File: src/sv/ppo_pkg.sv
package ppo_pkg;

    localparam int DATA_W        = 32;
    localparam int DIST_W        = 31;
    localparam int SQ_W          = 64;
    localparam int ROOT_W        = 32;
    localparam int HALF_W        = 5;
    localparam int REM_W         = 35;
    localparam int GOAL_W        = 34;
    localparam int NUM_LANES     = 3;
    localparam int FRAC_BITS_DEF = 16;
    localparam int CFG_ADDR_W    = 1;

    localparam logic [CFG_ADDR_W-1:0] REG_APPROACH_DISTANCE = 1'd0;
    localparam logic [CFG_ADDR_W-1:0] REG_LIFT_HEIGHT       = 1'd1;

endpackage

File: src/sv/ppo_merge.sv
// Merge of the three lanes: lift on z, saturation, zero-axis override and
// the output register.
module ppo_merge (
    input  logic                                 aclk,
    input  logic                                 aresetn,
    input  logic                                 en,
    input  logic                                 in_vld,
    input  logic                                 in_zero,
    input  logic signed [ppo_pkg::GOAL_W-1:0]    goal_x,
    input  logic signed [ppo_pkg::GOAL_W-1:0]    goal_y,
    input  logic signed [ppo_pkg::GOAL_W-1:0]    goal_z,
    input  logic signed [ppo_pkg::DATA_W-1:0]    lift,
    input  logic                                 m_tready,
    output logic                                 m_tvalid,
    output logic [3*ppo_pkg::DATA_W-1:0]         m_tdata,
    output logic                                 m_tuser
);
    localparam int DW    = ppo_pkg::DATA_W;
    localparam int SUM_W = ppo_pkg::GOAL_W + 1;

    function automatic logic [DW-1:0] sat_word(input logic signed [SUM_W-1:0] v);
        logic signed [SUM_W-1:0] hi;
        logic signed [SUM_W-1:0] lo;
        hi = $signed({{(SUM_W-DW){1'b0}}, 1'b0, {(DW-1){1'b1}}});
        lo = $signed({{(SUM_W-DW){1'b1}}, 1'b1, {(DW-1){1'b0}}});
        if (v > hi) begin
            return hi[DW-1:0];
        end else if (v < lo) begin
            return lo[DW-1:0];
        end
        return v[DW-1:0];
    endfunction

    logic                    m_tvalid_reg, m_tvalid_next;
    logic [3*DW-1:0]         m_tdata_reg, m_tdata_next;
    logic                    m_tuser_reg, m_tuser_next;
    logic signed [SUM_W-1:0] z_sum;

    always_comb begin
        z_sum = $signed({goal_z[ppo_pkg::GOAL_W-1], goal_z})
              + $signed({{(SUM_W-DW){lift[DW-1]}}, lift});
        if (in_zero) begin
            m_tdata_next = '0;
            m_tuser_next = 1'b0;
        end else begin
            m_tdata_next = {sat_word(z_sum),
                            sat_word($signed({goal_y[ppo_pkg::GOAL_W-1], goal_y})),
                            sat_word($signed({goal_x[ppo_pkg::GOAL_W-1], goal_x}))};
            m_tuser_next = 1'b1;
        end
        if (en && in_vld) begin
            m_tvalid_next = 1'b1;
        end else if (m_tready) begin
            m_tvalid_next = 1'b0;
        end else begin
            m_tvalid_next = m_tvalid_reg;
        end
    end

    always_ff @(posedge aclk) begin
        if (!aresetn) begin
            m_tvalid_reg <= 1'b0;
        end else begin
            m_tvalid_reg <= m_tvalid_next;
        end
    end

    always_ff @(posedge aclk) begin
        if (en && in_vld) begin
            m_tdata_reg <= m_tdata_next;
            m_tuser_reg <= m_tuser_next;
        end
    end

    assign m_tvalid = m_tvalid_reg;
    assign m_tdata  = m_tdata_reg;
    assign m_tuser  = m_tuser_reg;

endmodule

File: config.mk
export PLATFORM = sky130hd
export DESIGN_NAME = ppo_merge
export DESIGN_NICKNAME = d
export VERILOG_FILES = /design/src/sv/ppo_pkg.sv /design/src/sv/ppo_merge.sv
export SDC_FILE = /design/constraint.sdc
export NUM_CORES = 1
export LEC_CHECK = 0
export BUFFER_PORTS_ARGS = -buffer_cell sky130_fd_sc_hd__buf_2
export CORE_MARGIN = 2
export CORE_UTILIZATION = 49
export CTS_CLUSTER_SIZE = 16
export DETAILED_ROUTE_END_ITERATION = 8
export PLACE_DENSITY = 0.84
export SLEW_MARGIN = 15
export SYNTH_ARGS = -nofsm -noshare
export SYNTH_HDL_FRONTEND = slang
export SYNTH_SLANG_ARGS = --single-unit
File: constraint.sdc
create_clock -name aclk -period 4.81 [get_ports aclk]
set_clock_uncertainty 0.15 [all_clocks]
set_input_delay 0.7215 -clock aclk [delete_from_list [all_inputs] [get_ports aclk]]
set_output_delay 0.7215 -clock aclk [all_outputs]
set_load 0.1 [all_outputs]
==> reports/qor.yml <==
min_path:
  hp-start: "aresetn"
  min_path_type: "primary input to flop"
  hold_end: "m_tvalid"
  min_path_cells: 2
clock_network:
  cts_buffer_depth: 2
  htree_levels: 3
  cts_sinks: 98
  clk_latency_ns: 0.33
  cts_buffers: 9
  root_buffer: "clkbuf_16"
  post_cts_buffers: 0
  cts_resized: 0
  cts_tree: "yes"
  path_clk_slew_ns: 0.06
  postCtsHoldBufs: 0
detailed_routing:
  post_drt_wl_per_cell_um: 18.0
  drt-initial-drc-count: 426
  postRouteAntennaNets: 0
  wl_mm: 16.0
  vias_per_cell: 5.64
  drc: 0
  vias: 5014
  first_pass_iters: 4
synth:
  netlist_top_cells_area: "edfxtp_1 51%, o21a_1 9.0%, ha_1 7.4%, a21oi_1 4.5%, o21ai_0 3.1%"
  syn_nets: 694
  synth-seq-cells: 98
  yosysTopAreaCellShare_pct: 50.8
  netlist_area_mm2: 0.00574
  avgSynthCellArea_um2: 11.1
  async_flop_share_pct: 0
  syn_inst: 519
  ys_seq_area_share_pct: 51.1
  ys_types: 58
  yosys_warnings: 0
  synth_largest_area_cell: "edfxtp_1"
  ys.flop_type: "edfxtp_1"
  synth-edff-count: 97
pwr:
  irDropWorstVdd_uv: 261
  powerDensity_mw_per_mm2: 389
  p_leak_nw: 2.99
die:
  rows: 39
  io_pins: 238
  initial_core_util_pct: 50.2
  core_area_mm2: 0.0114
  dieArea_mm2: 0.0126
  die_w_um: 112
  fp.dieH_um: 112
worst_setup_path:
  crit_type: "primary input to flop"
  reg2reg_slack_ns: 3.95
  cp.required_ns: 4.73
  worst_setup_path_start_kind: "primary input"
  crit_arrival_ns: 3.87
  reg2reg_from: "m_tvalid"
  cp-end-kind: "flop"
  reg2reg_to: "m_tvalid"
  crit_path_max_fanout: 21
  rr_worst_depth: 2
place:
  hpwl_mm: 12.3
  port_buffers: 237
  placed_cell_area_mm2: 0.00700
  routabilityCongestion: 0.942
sta:
  finalCriticalPeriod_ns: 3.95
  maxSlewViolCount: 0
  worstMarginPinSlew_ns: 0.741
  min_period_over_period_pct: 82.1
  setup_viol: 0
  setup_tns_ns: 0
  grt_setup_unrepaired: "false"
  final_hold_viol_count: 0
  relSlewSlack_pct: 50.5
  clock.fmax_ghz: 0.253
global_route:
  grt_max_degree: 99
  grt_pass1_vias: 4939
  grt_first_pass_wirelength_mm: 24.6
  grt-ovfl-total: 0
  grt_usage_pct: 24.5
  antenna_found_initial: 0
layout:
  fin_area_mm2: 0.00736
  drive_above_1_share_pct: 36.2
  final_nets: 916
  fillerInstances: 921
  largest_reg_flops: 96
  syn_to_final_growth_pct: 28.4
  diodes: 0
status:
  outcome: "finished, final reports clean"
flow_run:
  maxCapViolCount: 0
==> cell families (layout without fill, tap and decap cells) <==
kind of cell	Yosys count	after routing	synth area share, %
AND/OR/NAND/NOR	109	109	9.14
AO/OA/AOI/OAI	209	209	24.5
XOR/XNOR	28	28	4.27
adder cells (fa/ha/maj)	35	35	7.76
multiplexers	1	1	0.196
flip-flops	98	98	51.1
buffers and inverters	39	266	3.01
==> metal layers <==
| metal | up-vias | track usage, % | part of all wire, % |
|---|---|---|---|
| li1 | 2418 | - | - |
| met1 | 2347 | 29.3 | 39 |
| met2 | 209 | 44.1 | 51 |
| met3 | 40 | 4.05 | 6.1 |
| met4 | 0 | 9.84 | 3.2 |
| met5 | - | 0 | 0 |
==> synthesized netlist by cell type, types with 2 or more instances <==
library cell and count:
o21ai_0 36, nand4_1 6, nor2b_1 5, a211oi_1 6, xor2_1 8, nor4b_1 2
o21ai_1 7, nand2_1 43, o2111ai_1 2, nand3_1 7, a31oi_1 2, o211ai_1 3
inv_1 10, edfxtp_1 97, o31ai_1 6, and3_1 4, and2_1 3, buf_2 11
ha_1 34, nor2_1 26, o21a_1 69, nor3_1 6, and4_1 2, xnor2_1 20
a21oi_1 52, a21o_1 6, clkbuf_1 15
==> worst max-delay path by stage <==
stage | from | to | depth (start not counted)
floorplan | in_vld | m_tdata[0] | 1
global placement | goal_z[0] | m_tdata[67] | 12
detailed placement | goal_z[0] | m_tdata[85] | 12
CTS | goal_z[0] | m_tdata[73] | 12
global route | goal_z[0] | m_tdata[83] | 12
finish | goal_z[0] | m_tdata[73] | 12
==> final cells by class <==
type	instances	area (um^2)	area share [%]
clock buffers	10	229	3.11
clock inverters	6	80.1	1.09
inverters	10	37.5	0.510
multi-input cells	382	2680	36.3
flip-flops and latches	98	2930	39.8
well taps	143	179	2.43
repair buffers	240	1230	16.7
==> layout by cell type, fill, tap and decap left out, types with 9 or more instances in the layout <==
cell type,count
ha_1,34
xnor2_1,20
o21ai_0,36
buf_2,237
edfxtp_1,97
clkbuf_16,9
a21oi_1,50
o21a_1,69
nand2_1,43
nor2_1,24
inv_1,10
==> through the flow <==
step	std cells	utilization (%)	worst slack [ns]	power (mW)	hold WS, ns
5_1_grt	889	64.5	0.681	2.97	0.452
2_1_floorplan	519	-	1.21	1.91	0.689
6_report	889	64.5	0.860	2.86	0.467
3_5_place_dp	872	61.3	0.543	2.13	0.457
3_3_place_gp	872	61.3	0.716	2.11	0.405
4_1_cts	888	64.0	0.902	2.87	0.455
==> worst max-delay path: stages <==
cell and delay, ns:
buf_2 0.10, ha_1 0.25, fa_1 0.44, a211oi_1 0.31, o21ai_2 0.18, o2111ai_1 0.26
a21oi_1 0.19, a31oi_1 0.23, xnor2_1 0.14, o31ai_2 0.55, buf_4 0.34, o21ai_0 0.14
==> where the power goes <==
| part | internal [mW] | switching, mW |
|---|---|---|
| clock | 0.452 | 0.290 |
| combinational | 0.245 | 0.819 |
| sequential | 1.03 | 0.0225 |
| total | 1.73 | 1.13 |
Power figures use the tool's default switching activity.
